**src/design/stia_pkg.sv**
```systemverilog
// ----------------------------------------------------------------------------
// stia_pkg
// Shared types and constants for the signed integer to decimal text converter.
// ----------------------------------------------------------------------------
package stia_pkg;

  localparam int unsigned CHAR_W  = 6;
  localparam int unsigned DIGIT_W = 4;

  localparam logic [CHAR_W-1:0] CHAR_ZERO  = 6'd48;
  localparam logic [CHAR_W-1:0] CHAR_MINUS = 6'd45;

  typedef enum logic [1:0] {
    BK_IDLE,
    BK_CONV,
    BK_SIGN,
    BK_EMIT
  } back_state_e;

endpackage

```
**src/design/stia_front.sv**
```systemverilog
// ----------------------------------------------------------------------------
// stia_front
// Accepts input words, splits them into sign and unsigned magnitude and
// pushes them into the work queue.
// ----------------------------------------------------------------------------
module stia_front #(
  parameter int unsigned VALUE_WIDTH = 32
) (
  input  logic                   start,
  output logic                   busy,
  input  logic [VALUE_WIDTH-1:0] value_i,
  input  logic                   q_full_i,
  output logic                   q_push_o,
  output logic [VALUE_WIDTH:0]   q_data_o
);

  logic                   neg;
  logic [VALUE_WIDTH-1:0] mag;

  // most negative value wraps to 2^(w-1), correct as an unsigned magnitude
  assign neg      = value_i[VALUE_WIDTH-1];
  assign mag      = neg ? (~value_i + {{(VALUE_WIDTH-1){1'b0}}, 1'b1}) : value_i;
  assign busy     = q_full_i;
  assign q_push_o = start && !q_full_i;
  assign q_data_o = {neg, mag};

endmodule

```
**src/design/stia_queue.sv**
```systemverilog
// ----------------------------------------------------------------------------
// stia_queue
// Two-entry queue between the front and the back end.
// ----------------------------------------------------------------------------
module stia_queue #(
  parameter int unsigned WIDTH = 33
) (
  input  logic             clk_i,
  input  logic             rst_ni,
  input  logic             push_i,
  input  logic [WIDTH-1:0] push_data_i,
  output logic             full_o,
  input  logic             pop_i,
  output logic [WIDTH-1:0] pop_data_o,
  output logic             empty_o
);

  logic [WIDTH-1:0] mem_q [2];
  logic             wr_ptr_q, wr_ptr_d;
  logic             rd_ptr_q, rd_ptr_d;
  logic [1:0]       count_q, count_d;

  assign full_o     = (count_q == 2'd2);
  assign empty_o    = (count_q == 2'd0);
  assign pop_data_o = mem_q[rd_ptr_q];

  always_comb begin
    wr_ptr_d = wr_ptr_q;
    rd_ptr_d = rd_ptr_q;
    count_d  = count_q;
    if (push_i) begin
      wr_ptr_d = ~wr_ptr_q;
    end
    if (pop_i) begin
      rd_ptr_d = ~rd_ptr_q;
    end
    if (push_i && !pop_i) begin
      count_d = count_q + 2'd1;
    end else if (pop_i && !push_i) begin
      count_d = count_q - 2'd1;
    end
  end

  always_ff @(posedge clk_i or negedge rst_ni) begin
    if (!rst_ni) begin
      wr_ptr_q <= 1'b0;
      rd_ptr_q <= 1'b0;
      count_q  <= 2'd0;
    end else begin
      wr_ptr_q <= wr_ptr_d;
      rd_ptr_q <= rd_ptr_d;
      count_q  <= count_d;
    end
  end

  always_ff @(posedge clk_i) begin
    if (push_i) begin
      mem_q[wr_ptr_q] <= push_data_i;
    end
  end

endmodule

```
**src/design/stia_back.sv**
```systemverilog
// ----------------------------------------------------------------------------
// stia_back
// Converts a magnitude to packed bcd by shift-and-add-3, one bit per cycle,
// then emits an optional minus sign and the digits, most significant first.
// ----------------------------------------------------------------------------
module stia_back
  import stia_pkg::*;
#(
  parameter int unsigned VALUE_WIDTH = 32
) (
  input  logic                   clk_i,
  input  logic                   rst_ni,
  input  logic                   q_empty_i,
  input  logic [VALUE_WIDTH:0]   q_data_i,
  output logic                   q_pop_o,
  output logic                   out_valid_o,
  output logic [CHAR_W-1:0]      char_code_o,
  output logic                   last_o
);

  localparam int unsigned NDIG      = (VALUE_WIDTH * 30103) / 100000 + 1;
  localparam int unsigned BCD_W     = NDIG * DIGIT_W;
  localparam int unsigned BIT_CNT_W = $clog2(VALUE_WIDTH);
  localparam int unsigned DIG_CNT_W = $clog2(NDIG);
  localparam logic [BIT_CNT_W-1:0] BIT_LAST = BIT_CNT_W'(VALUE_WIDTH - 1);
  localparam logic [DIG_CNT_W-1:0] DIG_LAST = DIG_CNT_W'(NDIG - 1);

  back_state_e            state_q, state_d;
  logic [VALUE_WIDTH-1:0] mag_q, mag_d;
  logic [BCD_W-1:0]       bcd_q, bcd_d;
  logic [BCD_W-1:0]       bcd_adj;
  logic                   neg_q, neg_d;
  logic [BIT_CNT_W-1:0]   bit_cnt_q, bit_cnt_d;
  logic [DIG_CNT_W-1:0]   dig_cnt_q, dig_cnt_d;
  logic                   started_q, started_d;
  logic [DIGIT_W-1:0]     top_digit;
  logic                   dig_last;

  // add 3 to every digit of 5 or more before the shift
  always_comb begin
    for (int i = 0; i < NDIG; i++) begin
      if (bcd_q[i*DIGIT_W +: DIGIT_W] >= 4'd5) begin
        bcd_adj[i*DIGIT_W +: DIGIT_W] = bcd_q[i*DIGIT_W +: DIGIT_W] + 4'd3;
      end else begin
        bcd_adj[i*DIGIT_W +: DIGIT_W] = bcd_q[i*DIGIT_W +: DIGIT_W];
      end
    end
  end

  assign top_digit = bcd_q[BCD_W-1 -: DIGIT_W];
  assign dig_last  = (dig_cnt_q == DIG_LAST);

  always_comb begin
    state_d     = state_q;
    mag_d       = mag_q;
    bcd_d       = bcd_q;
    neg_d       = neg_q;
    bit_cnt_d   = bit_cnt_q;
    dig_cnt_d   = dig_cnt_q;
    started_d   = started_q;
    q_pop_o     = 1'b0;
    out_valid_o = 1'b0;
    char_code_o = CHAR_ZERO + {2'b00, top_digit};
    last_o      = 1'b0;
    unique case (state_q)
      BK_IDLE: begin
        if (!q_empty_i) begin
          q_pop_o        = 1'b1;
          {neg_d, mag_d} = q_data_i;
          bcd_d          = '0;
          bit_cnt_d      = '0;
          state_d        = BK_CONV;
        end
      end
      BK_CONV: begin
        bcd_d     = {bcd_adj[BCD_W-2:0], mag_q[VALUE_WIDTH-1]};
        mag_d     = {mag_q[VALUE_WIDTH-2:0], 1'b0};
        bit_cnt_d = bit_cnt_q + 1'b1;
        dig_cnt_d = '0;
        started_d = 1'b0;
        if (bit_cnt_q == BIT_LAST) begin
          state_d = neg_q ? BK_SIGN : BK_EMIT;
        end
      end
      BK_SIGN: begin
        out_valid_o = 1'b1;
        char_code_o = CHAR_MINUS;
        state_d     = BK_EMIT;
      end
      BK_EMIT: begin
        // leading zeros are dropped, the units digit always goes out
        out_valid_o = started_q || (top_digit != 4'd0) || dig_last;
        last_o      = dig_last;
        started_d   = started_q || (top_digit != 4'd0);
        bcd_d       = {bcd_q[BCD_W-DIGIT_W-1:0], {DIGIT_W{1'b0}}};
        dig_cnt_d   = dig_cnt_q + 1'b1;
        if (dig_last) begin
          state_d = BK_IDLE;
        end
      end
      default: begin
        state_d = BK_IDLE;
      end
    endcase
  end

  always_ff @(posedge clk_i or negedge rst_ni) begin
    if (!rst_ni) begin
      state_q <= BK_IDLE;
    end else begin
      state_q <= state_d;
    end
  end

  always_ff @(posedge clk_i) begin
    mag_q     <= mag_d;
    bcd_q     <= bcd_d;
    neg_q     <= neg_d;
    bit_cnt_q <= bit_cnt_d;
    dig_cnt_q <= dig_cnt_d;
    started_q <= started_d;
  end

endmodule

```
**src/design/signed_int_to_decimal_ascii.sv**
```systemverilog
// ----------------------------------------------------------------------------
// signed_int_to_decimal_ascii
// Converts signed integers to decimal ascii text, one character per word.
//
//   channel  direction  handshake                ports
//   input    in         start & !busy            value_i
//   result   out        out_valid_o (1 cycle)    char_code_o, last_o
//
// Each word passes through the back end states in order: shift-and-add-3
// conversion, the minus sign if negative, and NDIG digit positions (10 at
// 32 bits), then idle before the next word is popped from the queue.
// The two-entry queue lets the front take up to two more words meanwhile;
// busy is high while it is full. Reset clears the queue and the back end.
// Results cannot be stalled; each is shown for exactly one cycle.
// ----------------------------------------------------------------------------
module signed_int_to_decimal_ascii
  import stia_pkg::*;
#(
  parameter int unsigned VALUE_WIDTH = 32
) (
  input  logic                   clk_i,
  input  logic                   rst_ni,
  input  logic                   start,
  output logic                   busy,
  input  logic [VALUE_WIDTH-1:0] value_i,
  output logic                   out_valid_o,
  output logic [CHAR_W-1:0]      char_code_o,
  output logic                   last_o
);

  logic                 q_push;
  logic [VALUE_WIDTH:0] q_push_data;
  logic                 q_full;
  logic                 q_pop;
  logic [VALUE_WIDTH:0] q_pop_data;
  logic                 q_empty;

  stia_front #(
    .VALUE_WIDTH(VALUE_WIDTH)
  ) u_front (
    .start    (start),
    .busy     (busy),
    .value_i  (value_i),
    .q_full_i (q_full),
    .q_push_o (q_push),
    .q_data_o (q_push_data)
  );

  stia_queue #(
    .WIDTH(VALUE_WIDTH + 1)
  ) u_queue (
    .clk_i       (clk_i),
    .rst_ni      (rst_ni),
    .push_i      (q_push),
    .push_data_i (q_push_data),
    .full_o      (q_full),
    .pop_i       (q_pop),
    .pop_data_o  (q_pop_data),
    .empty_o     (q_empty)
  );

  stia_back #(
    .VALUE_WIDTH(VALUE_WIDTH)
  ) u_back (
    .clk_i       (clk_i),
    .rst_ni      (rst_ni),
    .q_empty_i   (q_empty),
    .q_data_i    (q_pop_data),
    .q_pop_o     (q_pop),
    .out_valid_o (out_valid_o),
    .char_code_o (char_code_o),
    .last_o      (last_o)
  );

  // a minus sign never ends a run
  assert property (@(posedge clk_i) disable iff (!rst_ni)
    out_valid_o && (char_code_o == CHAR_MINUS) |-> !last_o)
    else $error("minus sign flagged as last");

  // only the sign or a digit is ever emitted
  assert property (@(posedge clk_i) disable iff (!rst_ni)
    out_valid_o |-> (char_code_o == CHAR_MINUS) ||
                    ((char_code_o >= CHAR_ZERO) && (char_code_o <= 6'd57)))
    else $error("bad character code");

  // the back end passes through idle after each run, so no word follows directly
  assert property (@(posedge clk_i) disable iff (!rst_ni)
    out_valid_o && last_o |=> !out_valid_o)
    else $error("word directly after last character");

endmodule
```
**config.mk**
```make
export PLATFORM = sky130hd
export DESIGN_NAME = signed_int_to_decimal_ascii
export DESIGN_NICKNAME = d
export VERILOG_FILES = /design/src/design/stia_pkg.sv /design/src/design/stia_front.sv /design/src/design/stia_queue.sv /design/src/design/stia_back.sv /design/src/design/signed_int_to_decimal_ascii.sv
export SDC_FILE = /design/constraint.sdc
export NUM_CORES = 1
export LEC_CHECK = 0
export ABC_AREA = 1
export BUFFER_PORTS_ARGS = -buffer_cell sky130_fd_sc_hd__buf_2
export CAP_MARGIN = 30
export CORE_MARGIN = 2
export CORE_UTILIZATION = 61
export DETAILED_ROUTE_END_ITERATION = 16
export GPL_TIMING_DRIVEN = 0
export PLACE_DENSITY = 0.8
export SYNTH_ARGS = -nofsm -noshare
export SYNTH_HDL_FRONTEND = slang
export SYNTH_SLANG_ARGS = --single-unit
```
**constraint.sdc**
```tcl
create_clock -name clk_i -period 4.3 [get_ports clk_i]
set_input_delay 0.86 -clock clk_i [delete_from_list [all_inputs] [get_ports clk_i]]
set_output_delay 0.86 -clock clk_i [all_outputs]
set_load 0.01 [all_outputs]
```
==> results.sh, run 1 <==
export IMPL_path_class="flop to primary output"
export IMPL_maxCapViolations=0
export IMPL_p_switching_uw=2630
export IMPL_finalHoldViolations=0
export IMPL_totalPowerFinal_uw=7260
export IMPL_grt_pass1_vias=6341
export IMPL_worstSetupEndpointType="primary output"
export IMPL_dp_cells=1032
export IMPL_cts_tree="done"
export IMPL_slowest_delay_ns=0.42
export IMPL_instances_no_fill=1064
export IMPL_die_w_um=118
export IMPL_start_kind="flop"
export IMPL_postCtsResizedCells=0
export IMPL_hold_ws_ns=0.246
export IMPL_synth_edf_count=149
export IMPL_cts_buffers=17
export IMPL_route_detailed_vias_per_inst=5.78
export IMPL_yosysTopAreaCellShare=0.560
export IMPL_swShare=0.362
export IMPL_drt_wl_total_um=18200
export IMPL_initial_core_util=0.628
export IMPL_synth_top_area_cell="edfxtp_1"
export IMPL_cp_arrival_ns=1.87
export IMPL_min_period_over_period=0.636
export IMPL_slew_violations=0
export IMPL_hpwlAfterDp_um=12800
export IMPL_cts_max_level=4
export IMPL_ant_nets=0
export IMPL_setup_slack_ns=1.57
export IMPL_yosysMostFrequentCell="edfxtp_1"
export IMPL_setup_viol=0
export IMPL_p_per_area_nw_per_um2=784
export IMPL_p_int_uw=4630
export IMPL_hold_path_class="primary input to async pin"
export IMPL_pre_cts_ws_ns=1.89
export IMPL_crit_chain="ha_1 > inv_1 > nor2_1 > or3_1 > buf_2"
export IMPL_grt_ovfl_total=0
export IMPL_clk_root_buffer_cell="clkbuf_16"
export IMPL_hold_buffers=0
export IMPL_place_gp_congestion=0.903
export IMPL_pwr_share_seq=0.402
export IMPL_seq_area_frac_synth=0.578
export IMPL_synth_nets=881
export IMPL_drive_gt1_frac=0.136
export IMPL_grt_max_degree=34
export IMPL_dr_pass1_iters=7
export IMPL_globalRouteTotalUtil=0.275
export IMPL_die_area_um2=14000
export IMPL_final_nets=946
export IMPL_clkPwrFrac=0.245
export IMPL_netlist_instances=814
export IMPL_synth_seq_cells=155
export IMPL_grt_pass1_wl_um=30100
export IMPL_drc=0
export IMPL_finClkSkew_ns=0.00693
export IMPL_tightestPinTransition_ns=0.800
export IMPL_vdd_drop_max_mv=0.379
export IMPL_drt_first_iter_violations=515
export IMPL_cts_clk_slew_worst_paths_ns=0.06
export IMPL_syn2layout_area_growth_pct=15.8
export IMPL_io_pins=44
export IMPL_fin_crit_ns=2.73
export IMPL_combPwrFrac=0.354
export IMPL_cts_buffer_depth=2
export IMPL_synthFlopType="edfxtp_1"
export IMPL_synth_area_leaders="edfxtp_1 56%, nand2_1 6.5%, a21oi_1 6.3%"
export IMPL_netlist_area_um2=8000
export IMPL_ys_warn_count=0
export IMPL_antennaDiodeCount=0
export IMPL_synthTopCellsByCount="149 x edfxtp_1, 139 x nand2_1, 100 x a21oi_1, 87 x nor2_1, 80 x inv_1"
export IMPL_core_area_um2=12700
export IMPL_postCtsSetupRepairBufs=0
export IMPL_relSlewSlack=0.461
export IMPL_wire_per_inst_um=17.1
export IMPL_cp_max_fo=6
export IMPL_async_flop_share=0.0387
export IMPL_rsz0062_at_grt="no"
export IMPL_port_buffers=42
export IMPL_ys_types=34
export IMPL_crit_required_ns=3.44
export IMPL_vias=6147
export IMPL_p_leak_uw=0.00375
export IMPL_insertion_delay_ns=0.43
export IMPL_fmax_mhz=366
export IMPL_clkSinkCount=155
export IMPL_cp_num_buf_inv=2
export IMPL_run_status="finished, final reports clean"
export IMPL_critPathTopFamily="simple AND/OR/NAND/NOR gates"
export IMPL_antenna_found_initial=0
export IMPL_cpMaxStageDelayCell="dfrtp_1"
export IMPL_final_fill_count=917
export IMPL_die_y_um=118
export IMPL_postSynthAreaPerCell_um2=9.82
export IMPL_num_rows=41
-- sequential cells by signal (all words and copies together) (netlist names) --
name,flops
u_back.bcd_q,40
u_back.bit_cnt_q,5
u_back.dig_cnt_q,4
u_back.mag_q,32
u_back.neg_q,1
u_back.started_q,1
u_back.state_q,2
u_queue.count_q,2
u_queue.mem_q,66
u_queue.rd_ptr_q,1
u_queue.wr_ptr_q,1
-- path summary, 6_finish.rpt --
kind / slack (ns) / endpoint / from / cells after the start
max in group asynchronous: 3.91 / u_queue.count_q[1] / rst_ni / 1
min: 0.25 / u_back.state_q[0] / rst_ni / 1
max: 1.57 / out_valid_o / u_back.state_q[0] / 5
max reg2reg: 1.81 / u_back.bcd_q[17] / u_back.state_q[1] / 7
min reg2reg: 0.52 / u_back.bcd_q[0] / u_back.mag_q[31] / 2
min in group clk_i: 0.52 / u_back.bcd_q[0] / u_back.mag_q[31] / 2
-- through the flow --
step | setup TNS, ns | utilization | cell area [um^2]
detailed placement | 0 | 0.673 | 8560
global placement | -17.59 | 0.662 | 8420
global route | 0 | 0.728 | 9260
floorplan | 0 | - | 8000
finish | 0 | 0.728 | 9260
CTS | 0 | 0.728 | 9260
-- per-layer routing --
metal,up-vias,global-route usage,wire length (um)
met5,-,0,0
met4,0,0.135,433
met3,38,0.0473,1000
met2,251,0.496,9550
met1,2933,0.316,7190
li1,2925,-,-
-- power by group through the flow --
stage	logic, uW	clock network (uW)	registers, uW
floorplan	1680	0	2870
global placement	2180	0	2950
detailed placement	2510	0	2920
CTS	2550	1780	2910
global route	2870	1840	2970
finish	2570	1780	2920
-- area by class of cell --
type                            instances  area, um^2  share of cell area
Buffer                                 27         128              0.0138
Tap cell                              172         215              0.0232
Sequential cell                       155        4620               0.499
Multi-Input combinational cell        551        2980               0.322
Clock inverter                         14         273              0.0295
Inverter                               81         305              0.0330
Timing Repair Buffer                   46         305              0.0330
Clock buffer                           18         429              0.0464
-- kinds of logic (layout without fill, tap and decap cells) --
| family | after synthesis | count (layout) | share of synthesized area |
|---|---|---|---|
| and+or+nand+nor | 299 | 299 | 0.165 |
| AOI/OAI and AO/OA | 194 | 194 | 0.124 |
| DFF | 155 | 155 | 0.578 |
| buffers and inverters | 108 | 186 | 0.0541 |
| adders and majority gates | 32 | 32 | 0.0501 |
| xor gates and xnor gates | 25 | 25 | 0.0274 |
| other | 1 | 1 | 0.000469 |
-- layout by cell type (no fill, tap or decap), types with 13 or more instances in the layout --
cell type and count:
nand3_1 37, nand2_1 139, a21oi_1 99, o21ai_0 77, clkbuf_1 13, clkbuf_16 17
ha_1 32, xor2_1 15, buf_2 54, nor2_1 85, edfxtp_1 149, inv_1 80
-- worst reg2reg max path, stage by stage (launching register included) --
cell and delay (ns):
dfrtp_1 0.41, inv_1 0.15, ha_1 0.23, inv_1 0.10, buf_2 0.23, buf_2 0.25
a31oi_4 0.55, buf_16 0.26
Note: power is estimated with default switching activity, not from simulation.
==> inputs of run 2 (changes only) <==
==> constraint.sdc (replaced) <==
create_clock -name clk_i -period 2.9 [get_ports clk_i]
set_input_delay 0.58 -clock clk_i [delete_from_list [all_inputs] [get_ports clk_i]]
set_output_delay 0.58 -clock clk_i [all_outputs]
set_load 0.01 [all_outputs]
==> run 2 against run 1 <==
Effect of this change:
- sequential share of layout area is 0.46 points higher
- critical endpoint is now u_back.bcd_q[17]
- sequential power is 48% higher
- combinational power rose by 49%
- worst setup slack lost 1.1 ns
- via count down 0.47%
- highest routed layer unchanged
- critical path depth rose by 2
- design area is 0.92% lower
- first-iteration DRC count shrank 0.78%
==> results.sh, run 2 (same netlist as run 1, synthesis figures left out) <==
export IMPL_run_status="finished, final reports clean"
export IMPL_p_switching_uw=3900
export IMPL_whs_endpoint="u_queue.mem_q[0][0]"
export IMPL_fmax_mhz=411
export IMPL_worstSetupEndpointType="flop"
export IMPL_hold_depth=1
export IMPL_cp_arrival_ns=2.56
export IMPL_ff2ff_path_depth=7
export IMPL_final_common_cell="edfxtp_1"
export IMPL_combPwrFrac=0.366
export IMPL_num_rows=41
export IMPL_finalHoldViolations=0
export IMPL_dr_pass1_iters=5
export IMPL_initial_core_util=0.628
export IMPL_min_period_over_period=0.839
export IMPL_syn2layout_area_growth_pct=14.7
export IMPL_ant_nets=0
export IMPL_drive_gt1_frac=0.135
export IMPL_pwr_share_seq=0.415
export IMPL_maxCapViolations=0
export IMPL_cts_tree="done"
export IMPL_worstReg2RegEnd="u_back.bcd_q[17]"
export IMPL_rsz0062_at_grt="no"
export IMPL_p_int_uw=6530
export IMPL_vdd_drop_max_mv=0.492
export IMPL_postCtsSetupRepairBufs=0
export IMPL_cts_max_level=4
export IMPL_finalSetupTns_ns=0
export IMPL_cts_buffer_depth=2
export IMPL_slowest_delay_ns=0.58
export IMPL_die_area_um2=14000
export IMPL_globalRouteTotalUtil=0.270
export IMPL_setup_slack_ns=0.466
export IMPL_antenna_found_initial=0
export IMPL_largest_reg_flops=66
export IMPL_final_nets=947
export IMPL_clkPwrFrac=0.219
export IMPL_die_w_um=118
export IMPL_wire_per_inst_um=17.2
export IMPL_pre_cts_ws_ns=0.486
export IMPL_grt_ovfl_total=0
export IMPL_hold_ws_ns=0.398
export IMPL_relSlewSlack=0.524
export IMPL_cpMaxStageDelayCell="a31oi_4"
export IMPL_grt_max_degree=33
export IMPL_final_fill_count=926
export IMPL_route_detailed_vias_per_inst=5.75
export IMPL_r2r_start="u_back.state_q[1]"
export IMPL_hpwlAfterDp_um=12900
export IMPL_insertion_delay_ns=0.43
export IMPL_antennaDiodeCount=0
export IMPL_place_gp_congestion=0.893
export IMPL_cts_buffers=17
export IMPL_hold_path_class="primary input to flop"
export IMPL_crit_required_ns=3.02
export IMPL_clkSinkCount=155
export IMPL_grt_pass1_wl_um=29600
export IMPL_p_leak_uw=0.00370
export IMPL_swShare=0.374
export IMPL_p_per_area_nw_per_um2=1140
export IMPL_slew_violations=0
export IMPL_largestRegisters="u_queue.mem_q x66, u_back.bcd_q x40, u_back.mag_q x32"
export IMPL_finClkSkew_ns=0.00708
export IMPL_core_area_um2=12700
export IMPL_drc=0
export IMPL_min_from="value_i[0]"
export IMPL_r2r_slack_ns=0.47
export IMPL_clk_root_buffer_cell="clkbuf_16"
export IMPL_cp_max_fo=24
export IMPL_largest_register="u_queue.mem_q"
export IMPL_crit_chain="inv_1 > ha_1 > inv_1 > buf_2 > buf_2 > a31oi_4 > buf_16"
export IMPL_cts_clk_slew_worst_paths_ns=0.07
export IMPL_start_kind="flop"
export IMPL_tightestPinTransition_ns=0.706
export IMPL_grt_pass1_vias=6222
export IMPL_dpl_cell_area_um2=8560
export IMPL_port_buffers=42
export IMPL_die_y_um=118
export IMPL_setup_viol=0
export IMPL_final_area_um2=9170
export IMPL_drt_first_iter_violations=511
export IMPL_fin_crit_ns=2.43
export IMPL_drt_wl_total_um=18300
export IMPL_layout_common_cells="149 x edfxtp_1, 139 x nand2_1, 99 x a21oi_1, 85 x nor2_1, 80 x inv_1"
export IMPL_io_pins=44
export IMPL_path_class="flop to flop"
export IMPL_vias=6118
[run 2: changes by cell type in the layout (fill, tap and decap cells not counted), sizes merged]
cell / change
dlygate4sd3: +1
clkinv: +1
clkbuf: +1
clkinvlp: +1
bufinv: -4
[run 2: through the flow]
stage	cells	power, uW	utilization
floorplan	814	6740	-
global placement	1028	7580	0.663
detailed placement	1032	8080	0.673
CTS	1064	10400	0.721
global route	1064	11100	0.721
finish	1064	10400	0.721
[run 2: layout make-up]
type	instances	area [um^2]	area share
Buffer	27	128	0.0139
Clock buffer	19	433	0.0472
Timing Repair Buffer	47	315	0.0344
Tap cell	172	215	0.0235
Inverter	81	305	0.0333
Clock inverter	12	174	0.0190
Multi-Input combinational cell	551	2980	0.325
Sequential cell	155	4620	0.504
[run 2: power groups by stage]
stage	combinational, uW	sequential, uW	clock, uW
after floorplan	2510	4230	0
after global placement	3250	4340	0
after detailed placement	3750	4340	0
after CTS	3810	4310	2300
after global routing	4270	4410	2400
final	3820	4330	2280
[run 2: what timing repair did]
action / CTS / global route
resized for setup: 0 / 0
hold buffers: 1 / 0
hold endpoints to repair: 6 / 0
[run 2: critical path: cells and delay by family, from the launching register on]
family          cells  cell delay [ns]
compound gates      1             0.58
fa+ha+maj           1             0.19
buf+inv             5             0.94
flops               1             0.41
[run 2: metal layers]
metal  wire length (um)  GRT usage  vias to the layer above
li1                   -          -                     2928
met1               7180      0.309                     2920
met2               9460      0.481                      225
met3               1030     0.0594                       45
met4                597      0.129                        0
met5                  0          0                        -
[run 2: worst max path at each step]
stage | start | to | cells past startpoint
after floorplan | u_back.state_q[1] | u_back.bcd_q[0] | 6
after global placement | start | u_queue.mem_q[1][16] | 3
after detailed placement | u_back.state_q[1] | u_back.bcd_q[15] | 7
after CTS | u_back.state_q[1] | u_back.bcd_q[19] | 7
after global routing | u_back.state_q[1] | u_back.bcd_q[14] | 7
final | u_back.state_q[1] | u_back.bcd_q[17] | 7
==> inputs of run 3 (changes only) <==
--- a/config.mk
+++ b/config.mk
@@ -5,7 +5,7 @@
 export SDC_FILE = /design/constraint.sdc
 export NUM_CORES = 1
 export LEC_CHECK = 0
-export ABC_AREA = 1
+export ABC_AREA = 0
 export BUFFER_PORTS_ARGS = -buffer_cell sky130_fd_sc_hd__buf_2
 export CAP_MARGIN = 30
 export CORE_MARGIN = 2
==> constraint.sdc (replaced) <==
create_clock -name clk_i -period 2.5 [get_ports clk_i]
set_input_delay 0.5 -clock clk_i [delete_from_list [all_inputs] [get_ports clk_i]]
set_output_delay 0.5 -clock clk_i [all_outputs]
set_load 0.01 [all_outputs]
==> run 3 against run 2 <==
Effect of this change:
- combinational power is 31% higher
- utilization is 0.64 points lower
- first-iteration DRC count is 22% lower
- critical path type is now flop to primary output
- critical endpoint is now out_valid_o
==> results.sh, run 3 <==
export IMPL_run_status="finished, final reports clean"
export IMPL_num_rows=41
export IMPL_netlist_area_um2=7740
export IMPL_whs_endpoint="u_queue.mem_q[1][0]"
export IMPL_synth_compound_area_frac=0.118
export IMPL_slew_violations=0
export IMPL_largestRegisters="u_queue.mem_q x66, u_back.bcd_q x40, u_back.mag_q x32"
export IMPL_synth_seq_cells=155
export IMPL_die_w_um=117
export IMPL_relSlewSlack=0.361
export IMPL_final_common_cell="edfxtp_1"
export IMPL_fin_crit_ns=2.42
export IMPL_cts_tree="done"
export IMPL_yosys_area_share_simple=0.0882
export IMPL_die_area_um2=13600
export IMPL_p_leak_uw=0.00332
export IMPL_cts_clk_slew_worst_paths_ns=0.06
export IMPL_crit_required_ns=2.00
export IMPL_netlist_instances=627
export IMPL_async_flop_share=0.0387
export IMPL_initial_core_util=0.618
export IMPL_yosysTopAreaCellShare=0.578
export IMPL_synthAdderAreaFrac=0.0517
export IMPL_place_gp_congestion=0.905
export IMPL_synthTopCellsByCount="149 x edfxtp_1, 51 x nand2_1, 51 x o21ai_0, 45 x xnor2_1, 41 x mux2i_1"
export IMPL_ys_warn_count=0
export IMPL_yosysMostFrequentCell="edfxtp_1"
export IMPL_worstSetupEndpointType="primary output"
export IMPL_p_int_uw=7970
export IMPL_synth_edf_count=149
export IMPL_tightestPinTransition_ns=0.957
export IMPL_grt_ovfl_total=0
export IMPL_setup_slack_ns=0.0785
export IMPL_cts_buffers=17
export IMPL_synth_nets=694
export IMPL_grt_pass1_vias=5220
export IMPL_synth_top_area_cell="edfxtp_1"
export IMPL_finalSetupTns_ns=0
export IMPL_dp_cells=842
export IMPL_insertion_delay_ns=0.42
export IMPL_wire_per_inst_um=17.8
export IMPL_setup_viol=0
export IMPL_dr_pass1_iters=5
export IMPL_crit_chain="ha_1 > inv_1 > nor2_1 > or3_1 > buf_2"
export IMPL_grt_pass1_wl_um=24900
export IMPL_vdd_drop_max_mv=0.710
export IMPL_antennaDiodeCount=0
export IMPL_drt_wl_total_um=15600
export IMPL_core_area_um2=12500
export IMPL_min_from="value_i[0]"
export IMPL_layout_common_cells="149 x edfxtp_1, 51 x nand2_1, 51 x o21ai_0, 45 x xnor2_1, 45 x buf_2"
export IMPL_synth_top_family_by_area="compound AO/OA/AOI/OAI gates"
export IMPL_pwr_share_seq=0.404
export IMPL_cpMaxStageDelayCell="dfrtp_1"
export IMPL_maxCapViolations=0
export IMPL_drc=0
export IMPL_slowest_delay_ns=0.40
export IMPL_largest_reg_flops=66
export IMPL_totalPowerFinal_uw=12700
export IMPL_hold_depth=1
export IMPL_port_buffers=42
export IMPL_ant_nets=0
export IMPL_drive_gt1_frac=0.144
export IMPL_finalHoldViolations=0
export IMPL_min_period_over_period=0.969
export IMPL_r2r_slack_ns=0.15
export IMPL_postSynthAreaPerCell_um2=12.3
export IMPL_path_class="flop to primary output"
export IMPL_pre_cts_ws_ns=-0.640
export IMPL_die_y_um=117
export IMPL_largest_register="u_queue.mem_q"
export IMPL_ff2ff_path_depth=7
export IMPL_muxShareOfSynthArea=0.0545
export IMPL_clk_root_buffer_cell="clkbuf_16"
export IMPL_route_detailed_vias_per_inst=5.97
export IMPL_r2r_start="u_back.state_q[1]"
export IMPL_antenna_found_initial=0
export IMPL_clkSinkCount=155
export IMPL_io_pins=44
export IMPL_grt_max_degree=34
export IMPL_rsz0062_at_grt="no"
export IMPL_swShare=0.371
export IMPL_worstReg2RegEnd="u_back.bcd_q[6]"
export IMPL_instances_no_fill=881
export IMPL_fmax_mhz=413
export IMPL_cts_buffer_depth=2
export IMPL_cp_max_fo=7
export IMPL_globalRouteTotalUtil=0.241
export IMPL_hold_path_class="primary input to flop"
export IMPL_cp_arrival_ns=1.92
export IMPL_p_per_area_nw_per_um2=1420
export IMPL_syn2layout_area_growth_pct=15.6
export IMPL_ys_types=47
export IMPL_drt_first_iter_violations=399
export IMPL_combPwrFrac=0.394
export IMPL_finClkSkew_ns=0.00902
export IMPL_final_core_util=0.715
export IMPL_p_switching_uw=4700
export IMPL_cts_max_level=4
export IMPL_vias=5256
export IMPL_clkPwrFrac=0.203
export IMPL_start_kind="flop"
export IMPL_seq_area_frac_synth=0.597
export IMPL_synthFlopType="edfxtp_1"
export IMPL_final_nets=763
export IMPL_synthXorXnorAreaFrac=0.0566
export IMPL_hpwlAfterDp_um=10400
export IMPL_synth_area_leaders="edfxtp_1 58%, mux2i_1 5.3%, ha_1 5.2%"
## run 3: changes by cell type after synthesis, moves of 10 or more
cell / change
o21ai_0: -26
xnor2_1: +35
nand2_1: -88
mux2i_1: +41
inv_1: -41
nor2_1: -59
a22o_1: +10
a21oi_1: -80
nand3_1: -31
xor2_1: -10
o31ai_1: +10
buf_2: -10
nor3_1: +12
nand2b_1: +15
## run 3: final cells by class
type	count	area (um^2)
Clock buffer	17	425
Fill cell	866	3570
Clock inverter	15	173
Sequential cell	155	4620
Tap cell	172	215
Inverter	39	146
Multi-Input combinational cell	410	2930
Buffer	25	115
Timing Repair Buffer	48	315
## run 3: kinds of logic after synthesis
family / after synthesis
XOR/XNOR: 50
multiplexers: 42
buffers and inverters: 64
adder cells (fa/ha/maj): 32
other: 1
flip-flops: 155
AO/OA/AOI/OAI: 142
AND/OR/NAND/NOR: 141
## run 3: power groups by stage
stage | Sequential, uW | Combinational (uW) | Clock (uW)
2_1_floorplan | 4960 | 3350 | 0
3_3_place_gp | 5090 | 4220 | 0
3_5_place_dp | 5130 | 4560 | 0
4_1_cts | 5090 | 4950 | 2610
5_1_grt | 5220 | 5450 | 2720
6_report | 5110 | 4990 | 2570
## run 3: worst max path at each step
| stage | startpoint | endpoint | depth (start not counted) |
|---|---|---|---|
| after floorplan | u_queue.count_q[0] | u_queue.mem_q[0][0] | 3 |
| after global placement | u_back.state_q[1] | u_back.bcd_q[14] | 6 |
| after detailed placement | u_back.state_q[1] | u_back.mag_q[25] | 6 |
| after CTS | u_back.bcd_q[36] | out_valid_o | 6 |
| after global routing | u_back.bcd_q[36] | out_valid_o | 6 |
| final | u_back.state_q[0] | out_valid_o | 5 |
## run 3: metrics by stage
stage	area, um^2	hold WS, ns
final	8950	0.339
after global routing	8950	0.329
after CTS	8940	0.311
after detailed placement	8220	0.334
after global placement	8190	0.330
after floorplan	7760	0.204
## run 3: timing repair
action	4_1_cts	5_1_grt
cloned	2	0
hold endpoints to repair	6	0
pin swaps	3	0
hold buffers	1	0
setup buffers	4	0
setup endpoints to repair	78	22
resized for setup	7	3
## run 3: critical path: cells and delay by family (launching register included)
| family | cells | cell delay, ns |
|---|---|---|
| adders and majority gates | 1 | 0.25 |
| and+or+nand+nor | 2 | 0.46 |
| DFF | 1 | 0.40 |
| buffers and inverters | 2 | 0.40 |
## run 3: metal layers
layer  track usage  vias to the layer above  wire, um
li1              -                     2481         -
met1         0.288                     2530      6370
met2         0.424                      212      8110
met3        0.0519                       33       760
met4         0.101                        0       406
met5             0                        -         0
